$ cat src/bttd_pkg.sv
// Shared types, constants and the glyph table for the base-40 triplet decoder.
`timescale 1ns / 1ps

package bttd_pkg;

   // Digit and word limits
   localparam int unsigned DIGIT_W = 6;
   localparam logic [DIGIT_W-1:0] SHIFT_DIGIT = 6'd39;
   localparam logic [15:0] WORD_LIMIT = 16'd63999;

   // Reciprocals for the constant divides (x/25 on 10 bits, x/5 on 8 bits)
   localparam logic [20:0] RECIP_25 = 21'd1311;
   localparam int unsigned RECIP_25_SHIFT = 15;
   localparam logic [15:0] RECIP_5 = 16'd205;
   localparam int unsigned RECIP_5_SHIFT = 10;

   // One classified word as it travels from front to back
   typedef struct packed {
      logic bad;
      logic [DIGIT_W-1:0] d0;
      logic [DIGIT_W-1:0] d1;
      logic [DIGIT_W-1:0] d2;
   } entry_type;

   // Lower-case row
   function automatic logic [6:0] lower_glyph(input logic [DIGIT_W-1:0] digit);
      logic [6:0] code;
      case (digit) inside
         [6'd1:6'd26]:  code = 7'h60 + {1'b0, digit};
         [6'd27:6'd36]: code = 7'd21 + {1'b0, digit};
         6'd37:         code = 7'h20;
         6'd38:         code = 7'd10;
         default:       code = 7'd0;
      endcase
      return code;
   endfunction

   // Upper-case and symbol row
   function automatic logic [6:0] upper_glyph(input logic [DIGIT_W-1:0] digit);
      logic [6:0] code;
      case (digit) inside
         [6'd1:6'd26]: code = 7'h40 + {1'b0, digit};
         6'd27:        code = 7'h28;
         6'd28:        code = 7'h21;
         6'd29:        code = 7'h40;
         6'd30:        code = 7'h23;
         6'd31:        code = 7'h2C;
         6'd32:        code = 7'h2E;
         6'd33:        code = 7'h3F;
         6'd34:        code = 7'h2F;
         6'd35:        code = 7'h2A;
         6'd36:        code = 7'h29;
         6'd37:        code = 7'h3C;
         6'd38:        code = 7'h3E;
         default:      code = 7'd0;
      endcase
      return code;
   endfunction

   function automatic logic [6:0] glyph(input logic upper, input logic [DIGIT_W-1:0] digit);
      return upper ? upper_glyph(digit) : lower_glyph(digit);
   endfunction

endpackage

$ cat src/bttd_front.sv
// Front end: accepts packed words and splits them into three base-40 digits.
`timescale 1ns / 1ps

module bttd_front
   import bttd_pkg::*;
(
   input  logic      clock,
   input  logic      reset,
   input  logic      req_tvalid,
   output logic      req_tready,
   input  logic [15:0] req_tdata,
   output logic      push_valid,
   input  logic      push_ready,
   output entry_type push_data
);

   logic              s1_valid_ff, s1_valid_in;
   logic              s1_bad_ff, s1_bad_in;
   logic [DIGIT_W-1:0] s1_d0_ff, s1_d0_in;
   logic [10:0]       s1_rem_ff, s1_rem_in;

   logic [20:0] q0_prod;
   logic [15:0] d0_x1600;
   logic [15:0] rem_full;
   logic [15:0] q1_prod;
   logic [DIGIT_W-1:0] d1;
   logic [10:0] d1_x40;
   logic [10:0] d2_full;
   logic        req_fire;

   assign req_tready = !s1_valid_ff || push_ready;
   assign req_fire   = req_tvalid && req_tready;

   // Stage 1: top digit by reciprocal multiply, then the remainder below 1600
   always_comb begin
      q0_prod   = {11'd0, req_tdata[15:6]} * RECIP_25;
      s1_d0_in  = q0_prod[RECIP_25_SHIFT +: DIGIT_W];
      d0_x1600  = ({10'd0, s1_d0_in} << 10) + ({10'd0, s1_d0_in} << 9)
                + ({10'd0, s1_d0_in} << 6);
      rem_full  = req_tdata - d0_x1600;
      s1_rem_in = rem_full[10:0];
      s1_bad_in = req_tdata > WORD_LIMIT;
   end

   // Hold stage 1 while the queue is full
   always_comb begin
      s1_valid_in = s1_valid_ff;
      if (req_fire) begin
         s1_valid_in = 1'b1;
      end else if (push_ready) begin
         s1_valid_in = 1'b0;
      end
   end

   always_ff @(posedge clock) begin
      if (reset) begin
         s1_valid_ff <= 1'b0;
      end else begin
         s1_valid_ff <= s1_valid_in;
      end
      if (req_fire) begin
         s1_bad_ff <= s1_bad_in;
         s1_d0_ff  <= s1_d0_in;
         s1_rem_ff <= s1_rem_in;
      end
   end

   // Stage 2: middle and low digits from the remainder
   always_comb begin
      q1_prod = {8'd0, s1_rem_ff[10:3]} * RECIP_5;
      d1      = q1_prod[RECIP_5_SHIFT +: DIGIT_W];
      d1_x40  = ({5'd0, d1} << 5) + ({5'd0, d1} << 3);
      d2_full = s1_rem_ff - d1_x40;
      push_data.bad = s1_bad_ff;
      push_data.d0  = s1_d0_ff;
      push_data.d1  = d1;
      push_data.d2  = d2_full[DIGIT_W-1:0];
   end

   assign push_valid = s1_valid_ff;

`ifndef SYNTHESIS
   a_stage_hold: assert property (@(posedge clock) disable iff (reset)
      s1_valid_ff && !push_ready |=> s1_valid_ff && $stable(s1_d0_ff) && $stable(s1_rem_ff))
      else $error("front stage changed while stalled");
`endif

endmodule

$ cat src/bttd_fifo.sv
// Short queue of classified words between front and back.
`timescale 1ns / 1ps

module bttd_fifo
   import bttd_pkg::*;
#(
   parameter int unsigned DEPTH = 2
) (
   input  logic      clock,
   input  logic      reset,
   input  logic      in_valid,
   output logic      in_ready,
   input  entry_type in_data,
   output logic      out_valid,
   input  logic      out_ready,
   output entry_type out_data
);

   localparam int unsigned PTR_W = (DEPTH > 1) ? $clog2(DEPTH) : 1;
   localparam int unsigned CNT_W = $clog2(DEPTH + 1);
   localparam logic [PTR_W-1:0] LAST_PTR = PTR_W'(DEPTH - 1);
   localparam logic [CNT_W-1:0] FULL_CNT = CNT_W'(DEPTH);

   entry_type        slot_ff [DEPTH];
   logic [PTR_W-1:0] wr_ptr_ff, wr_ptr_in;
   logic [PTR_W-1:0] rd_ptr_ff, rd_ptr_in;
   logic [CNT_W-1:0] count_ff, count_in;
   logic             in_fire, out_fire;

   assign in_ready  = count_ff != FULL_CNT;
   assign out_valid = count_ff != '0;
   assign out_data  = slot_ff[rd_ptr_ff];
   assign in_fire   = in_valid && in_ready;
   assign out_fire  = out_valid && out_ready;

   // Advance pointers with explicit wrap, track fill level
   always_comb begin
      wr_ptr_in = wr_ptr_ff;
      rd_ptr_in = rd_ptr_ff;
      count_in  = count_ff;
      if (in_fire) begin
         wr_ptr_in = (wr_ptr_ff == LAST_PTR) ? '0 : wr_ptr_ff + 1'b1;
      end
      if (out_fire) begin
         rd_ptr_in = (rd_ptr_ff == LAST_PTR) ? '0 : rd_ptr_ff + 1'b1;
      end
      if (in_fire && !out_fire) begin
         count_in = count_ff + 1'b1;
      end else if (out_fire && !in_fire) begin
         count_in = count_ff - 1'b1;
      end
   end

   always_ff @(posedge clock) begin
      if (reset) begin
         wr_ptr_ff <= '0;
         rd_ptr_ff <= '0;
         count_ff  <= '0;
      end else begin
         wr_ptr_ff <= wr_ptr_in;
         rd_ptr_ff <= rd_ptr_in;
         count_ff  <= count_in;
      end
      if (in_fire) begin
         slot_ff[wr_ptr_ff] <= in_data;
      end
   end

`ifndef SYNTHESIS
   a_count_up: assert property (@(posedge clock) disable iff (reset)
      in_fire && !out_fire |=> count_ff == $past(count_ff) + 1'b1)
      else $error("queue fill level lost a transfer");
`endif

endmodule

$ cat src/bttd_back.sv
// Back end: walks the digits of each word, tracks shift, emits characters.
`timescale 1ns / 1ps

module bttd_back
   import bttd_pkg::*;
(
   input  logic      clock,
   input  logic      reset,
   input  logic      head_valid,
   output logic      head_pop,
   input  entry_type head_data,
   output logic      rsp_tvalid,
   input  logic      rsp_tready,
   output logic [7:0] rsp_tdata,
   output logic      rsp_tlast,
   output logic      rsp_tuser
);

   typedef enum logic [1:0] {
      POS_HI,
      POS_MID,
      POS_LO
   } pos_type;

   pos_type      pos_ff, pos_in;
   logic         shift_ff, shift_in;
   logic         rsp_valid_ff, rsp_valid_in;
   logic [6:0]   rsp_char_ff, rsp_char_in;
   logic         rsp_last_ff, rsp_last_in;
   logic         rsp_bad_ff, rsp_bad_in;

   logic               step;
   logic [DIGIT_W-1:0] digit;
   logic               rest_shift;
   logic               emit;

   assign step = head_valid && (!rsp_valid_ff || rsp_tready);

   // Select the current digit and whether only shifts follow it
   always_comb begin
      unique case (pos_ff)
         POS_HI: begin
            digit      = head_data.d0;
            rest_shift = (head_data.d1 == SHIFT_DIGIT) && (head_data.d2 == SHIFT_DIGIT);
         end
         POS_MID: begin
            digit      = head_data.d1;
            rest_shift = head_data.d2 == SHIFT_DIGIT;
         end
         POS_LO: begin
            digit      = head_data.d2;
            rest_shift = 1'b1;
         end
         default: begin
            digit      = head_data.d2;
            rest_shift = 1'b1;
         end
      endcase
   end

   assign emit = step && (head_data.bad || digit != SHIFT_DIGIT);

   // Step one digit per cycle while the result is not stalled; a bad word takes a single step
   always_comb begin
      pos_in       = pos_ff;
      shift_in     = shift_ff;
      head_pop     = 1'b0;
      rsp_char_in  = rsp_char_ff;
      rsp_last_in  = rsp_last_ff;
      rsp_bad_in   = rsp_bad_ff;
      rsp_valid_in = rsp_valid_ff && !rsp_tready;
      if (emit) begin
         rsp_valid_in = 1'b1;
      end
      if (step) begin
         if (head_data.bad) begin
            rsp_char_in = 7'd0;
            rsp_last_in = 1'b1;
            rsp_bad_in  = 1'b1;
            head_pop    = 1'b1;
            pos_in      = POS_HI;
         end else begin
            if (digit == SHIFT_DIGIT) begin
               shift_in = 1'b1;
            end else begin
               rsp_char_in = glyph(shift_ff, digit);
               rsp_last_in = rest_shift;
               rsp_bad_in  = 1'b0;
               shift_in    = 1'b0;
            end
            unique case (pos_ff)
               POS_HI:  pos_in = POS_MID;
               POS_MID: pos_in = POS_LO;
               POS_LO: begin
                  pos_in   = POS_HI;
                  head_pop = 1'b1;
               end
               default: begin
                  pos_in   = POS_HI;
                  head_pop = 1'b1;
               end
            endcase
         end
      end
   end

   always_ff @(posedge clock) begin
      if (reset) begin
         pos_ff       <= POS_HI;
         shift_ff     <= 1'b0;
         rsp_valid_ff <= 1'b0;
      end else begin
         pos_ff       <= pos_in;
         shift_ff     <= shift_in;
         rsp_valid_ff <= rsp_valid_in;
      end
      rsp_char_ff <= rsp_char_in;
      rsp_last_ff <= rsp_last_in;
      rsp_bad_ff  <= rsp_bad_in;
   end

   assign rsp_tvalid = rsp_valid_ff;
   assign rsp_tdata  = {1'b0, rsp_char_ff};
   assign rsp_tlast  = rsp_last_ff;
   assign rsp_tuser  = rsp_bad_ff;

`ifndef SYNTHESIS
   a_bad_keeps_shift: assert property (@(posedge clock) disable iff (reset)
      step && head_data.bad |=> shift_ff == $past(shift_ff))
      else $error("bad word changed the shift flag");

   a_bad_at_word_start: assert property (@(posedge clock) disable iff (reset)
      step && head_data.bad |-> pos_ff == POS_HI)
      else $error("bad word seen mid-word");

   a_bad_result_form: assert property (@(posedge clock) disable iff (reset)
      rsp_valid_ff && rsp_bad_ff |-> rsp_last_ff && rsp_char_ff == 7'd0)
      else $error("bad-word result not marked last with zero code");
`endif

endmodule

$ cat src/base40_triplet_text_decoder.sv
// Top level of the base-40 triplet text decoder: front, queue and back.
//
//   channel  dir  tdata (low bit up)          tlast          tuser
//   req_     in   packed_word[15:0]           -              -
//   rsp_     out  char_code[6:0], pad zero    last_of_word   bad_word
//
// The back end steps one digit per cycle while the result is not stalled,
// so a valid word takes three steps and a word above 63999 takes one. A
// word's first character appears once any leading shift digits are passed.
// Synchronous reset clears the queue, the shift flag and both valid
// stages. Either side may stall: the queue lets the front keep taking
// words while the result register waits.
`timescale 1ns / 1ps

module base40_triplet_text_decoder
   import bttd_pkg::*;
#(
   parameter int unsigned QUEUE_DEPTH = 2
) (
   input  logic       clock,
   input  logic       reset,
   input  logic       req_tvalid,
   output logic       req_tready,
   input  logic [15:0] req_tdata,   // packed_word[15:0]
   output logic       rsp_tvalid,
   input  logic       rsp_tready,
   output logic [7:0] rsp_tdata,    // char_code[6:0], bit 7 zero
   output logic       rsp_tlast,
   output logic       rsp_tuser     // bad_word
);

   logic      push_valid, push_ready;
   entry_type push_data;
   logic      head_valid, head_pop;
   entry_type head_data;

   bttd_front u_front (
      .clock      (clock),
      .reset      (reset),
      .req_tvalid (req_tvalid),
      .req_tready (req_tready),
      .req_tdata  (req_tdata),
      .push_valid (push_valid),
      .push_ready (push_ready),
      .push_data  (push_data)
   );

   bttd_fifo #(
      .DEPTH (QUEUE_DEPTH)
   ) u_fifo (
      .clock     (clock),
      .reset     (reset),
      .in_valid  (push_valid),
      .in_ready  (push_ready),
      .in_data   (push_data),
      .out_valid (head_valid),
      .out_ready (head_pop),
      .out_data  (head_data)
   );

   bttd_back u_back (
      .clock      (clock),
      .reset      (reset),
      .head_valid (head_valid),
      .head_pop   (head_pop),
      .head_data  (head_data),
      .rsp_tvalid (rsp_tvalid),
      .rsp_tready (rsp_tready),
      .rsp_tdata  (rsp_tdata),
      .rsp_tlast  (rsp_tlast),
      .rsp_tuser  (rsp_tuser)
   );

endmodule
$ cat config.mk
export PLATFORM = sky130hd
export DESIGN_NAME = base40_triplet_text_decoder
export DESIGN_NICKNAME = d
export VERILOG_FILES = /design/src/bttd_pkg.sv /design/src/bttd_front.sv /design/src/bttd_fifo.sv /design/src/bttd_back.sv /design/src/base40_triplet_text_decoder.sv
export SDC_FILE = /design/constraint.sdc
export NUM_CORES = 1
export LEC_CHECK = 0
export BUFFER_PORTS_ARGS = -buffer_cell sky130_fd_sc_hd__buf_2
export CORE_UTILIZATION = 47
export CTS_CLUSTER_DIAMETER = 80
export DETAILED_ROUTE_END_ITERATION = 6
export HOLD_SLACK_MARGIN = 0.15
export PLACE_DENSITY = 0.61
export SYNTH_ARGS = -nofsm -noshare
export SYNTH_HDL_FRONTEND = slang
export SYNTH_HIERARCHICAL = 1
export SYNTH_SLANG_ARGS = --single-unit
export TNS_END_PERCENT = 10
$ cat constraint.sdc
create_clock -name clock -period 8.4 [get_ports clock]
set_clock_uncertainty 0.15 [all_clocks]
set_input_delay 1.68 -clock clock [delete_from_list [all_inputs] [get_ports clock]]
set_output_delay 1.68 -clock clock [all_outputs]
set_load 0.01 [all_outputs]
==> impl_metrics.py <==
metrics = {
    "outcome": {
        "status": "finished clean",
    },
    "setup_path": {
        "slowest_delay_ns": 0.57,
        "worst_setup_path_end_kind": "flop",
        "cp.required_ns": 8.33,
        "cp.buffers_inverters": 4,
        "crit_cells": 25,
        "crit_arrival_ns": 7.65,
        "crit_fanout": 6,
        "crit_family": "adder cells",
        "reg2regPathDepth": 18,
        "cp_slowest_cell": "fa_1",
        "worst_setup_path_start_kind": "input pin",
        "critPathKind": "in -> reg",
        "worst_path_most_repeated_cell": "fa_1",
    },
    "synth": {
        "synth_cells": 622,
        "synth_top_area_cell": "edfxtp_1",
        "ys_types": 77,
        "yosys_warnings": 6,
        "synth_edf_count": 65,
        "netlist_area_sq_mm": 0.00692,
        "post-synth-top-count-cell": "ha_1",
        "synth_area_leaders": "edfxtp_1 (28%), ha_1 (24%), fa_1 (10%)",
        "syn_area_per_cell_sq_um": 11.1,
        "yosysTopAreaCellShare": 0.282,
        "async_reset_ff_frac": 0,
        "synth-seq-cells": 75,
        "syn-num-nets": 811,
        "synth_ff_type": "edfxtp_1",
        "synth_common_cells": "ha_1 (134), inv_1 (101), edfxtp_1 (65), fa_1 (35), a21oi_1 (23)",
        "ys_seq_area_frac": 0.311,
    },
    "place": {
        "place_hpwl_um": 10700,
        "globalplace.congestion": 0.875,
        "port-buffer-count": 30,
        "place_area_sq_mm": 0.00716,
    },
    "timing": {
        "setup_viol_count_final": 0,
        "tightestPinTransition_ns": 0.919,
        "post-route-period-util": 0.920,
        "min_period_ns": 7.73,
        "rsz0062_at_grt": "false",
        "relSlewSlack": 0.387,
        "setup_tns_ns": 0,
        "hold_violations": 0,
        "maxSlewViolCount": 0,
        "fmax_mhz": 129,
    },
    "final_layout": {
        "nFillCells": 1275,
        "nets": 832,
        "drive_gt1_frac": 0.144,
        "n_antenna_cell": 0,
        "area_growth_pct": 7.38,
        "design_area_sq_mm": 0.00743,
    },
    "hold_path": {
        "holdPathStages": 0,
        "hp-class": "reg -> reg",
    },
    "global_route": {
        "grt_overflow": 0,
        "grt_pass1_wl_um": 22000,
        "antenna_found_initial": 0,
        "grt_use_total": 0.189,
        "grt_max_degree": 20,
        "grt_pass1_vias": 4609,
    },
    "route": {
        "drc_errors": 0,
        "drt_iter0_drc": 277,
        "firstDrtPassIters": 4,
        "vias": 4511,
        "wl_um": 12900,
        "wire_per_inst_um": 15.6,
        "vias_per_cell": 5.45,
        "antenna_left": 0,
    },
    "clock_network": {
        "cts_resized": 0,
        "ctsHoldBuffers": 0,
        "clk_pin_slew_worst_paths_ns": 0.06,
        "cts_buffers": 9,
        "clock_tree.buffer_depth": 2,
        "insertion_delay_ns": 0.33,
        "clockRootBuffer": "clkbuf_16",
        "cts_tree": "done",
        "post_cts_buffers": 0,
        "h-tree-depth": 3,
        "cts_sinks": 75,
    },
    "die": {
        "pin_count": 32,
        "die_area_sq_mm": 0.0152,
        "die-width_um": 123,
        "rows": 43,
        "die_y_um": 123,
        "initial_core_util": 0.491,
        "coreArea_sq_mm": 0.0141,
    },
    "job": {
        "cap_violations": 0,
    },
}
==> registers in the layout, summed over array words and instances (netlist names), 2 cells and up, named ones only <==
name                flops
u_fifo/count_ff         2
u_fifo/slot_ff         38
u_front/s1_d0_ff        6
u_back/pos_ff           2
u_front/s1_rem_ff      11
u_back/rsp_char_ff      7
==> cell type report <==
cell class,count,area [sq um],share of cell area
multi-input combinational,425,4250,0.572
sequential,75,2150,0.290
inverter,102,383,0.0515
clock buffer,11,233,0.0313
tap,180,225,0.0303
timing repair buffer,30,150,0.0202
clock inverter,5,38.8,0.00522
==> metal layers <==
layer / global-route usage / share of wire / routed length, um / vias to the layer above
li1: - / - / - / 2235
met1: 0.226 / 0.43 / 5610 / 2174
met2: 0.343 / 0.52 / 6700 / 80
met3: 0.0286 / 0.025 / 326 / 22
met4: 0.0625 / 0.022 / 280 / 0
met5: 0 / 0 / 0 / -
==> cell usage in the layout (no fill, tap or decap), types with 7 or more instances in the layout <==
cell / instances
inv_1: 101
nor3_1: 15
nand2_1: 18
dfxtp_1: 10
xnor2_1: 19
a21oi_1: 23
clkbuf_16: 9
nor2_1: 22
o21ai_0: 15
edfxtp_1: 65
ha_1: 134
fa_1: 35
buf_2: 30
mux2_2: 20
nand3_1: 9
mux2i_1: 7
==> through the flow <==
step	worst slack [ns]	util	instances	hold WS, ns
finish	0.675	0.527	828	0.294
detailed placement	0.318	0.508	812	0.284
global placement	0.473	0.508	812	0.277
global route	0.374	0.527	828	0.304
CTS	0.636	0.527	828	0.295
floorplan	0.851	-	622	0.271
==> worst paths after layout <==
check / startpoint / to / slack, ns
worst min register to register: u_front/s1_d0_ff[1]$_DFFE_PP_ / u_fifo/slot_ff[0][13]$_DFFE_PP_ / 0.29
worst min-delay path: u_front/s1_d0_ff[1]$_DFFE_PP_ / u_fifo/slot_ff[0][13]$_DFFE_PP_ / 0.29
worst max-delay path: req_tdata[13] / u_front/s1_rem_ff[10]$_DFFE_PP_ / 0.67
worst max register to register: u_front/s1_rem_ff[5]$_DFFE_PP_ / u_fifo/slot_ff[1][5]$_DFFE_PP_ / 3.16
==> cells by family (layout without fill, tap and decap cells) <==
family / count (synthesis) / after routing / share of synthesized area
fa+ha+maj: 169 / 169 / 0.343
xor+xnor: 28 / 28 / 0.0396
compound gates: 94 / 94 / 0.0967
simple gates: 102 / 102 / 0.0813
buf+inv: 122 / 148 / 0.0750
other cells: 1 / 1 / 0.000542
mux: 31 / 31 / 0.0524
flops: 75 / 75 / 0.311
Power is not shown: default switching activity piles up to over one toggle a cycle in this logic, so the estimate is an artifact.
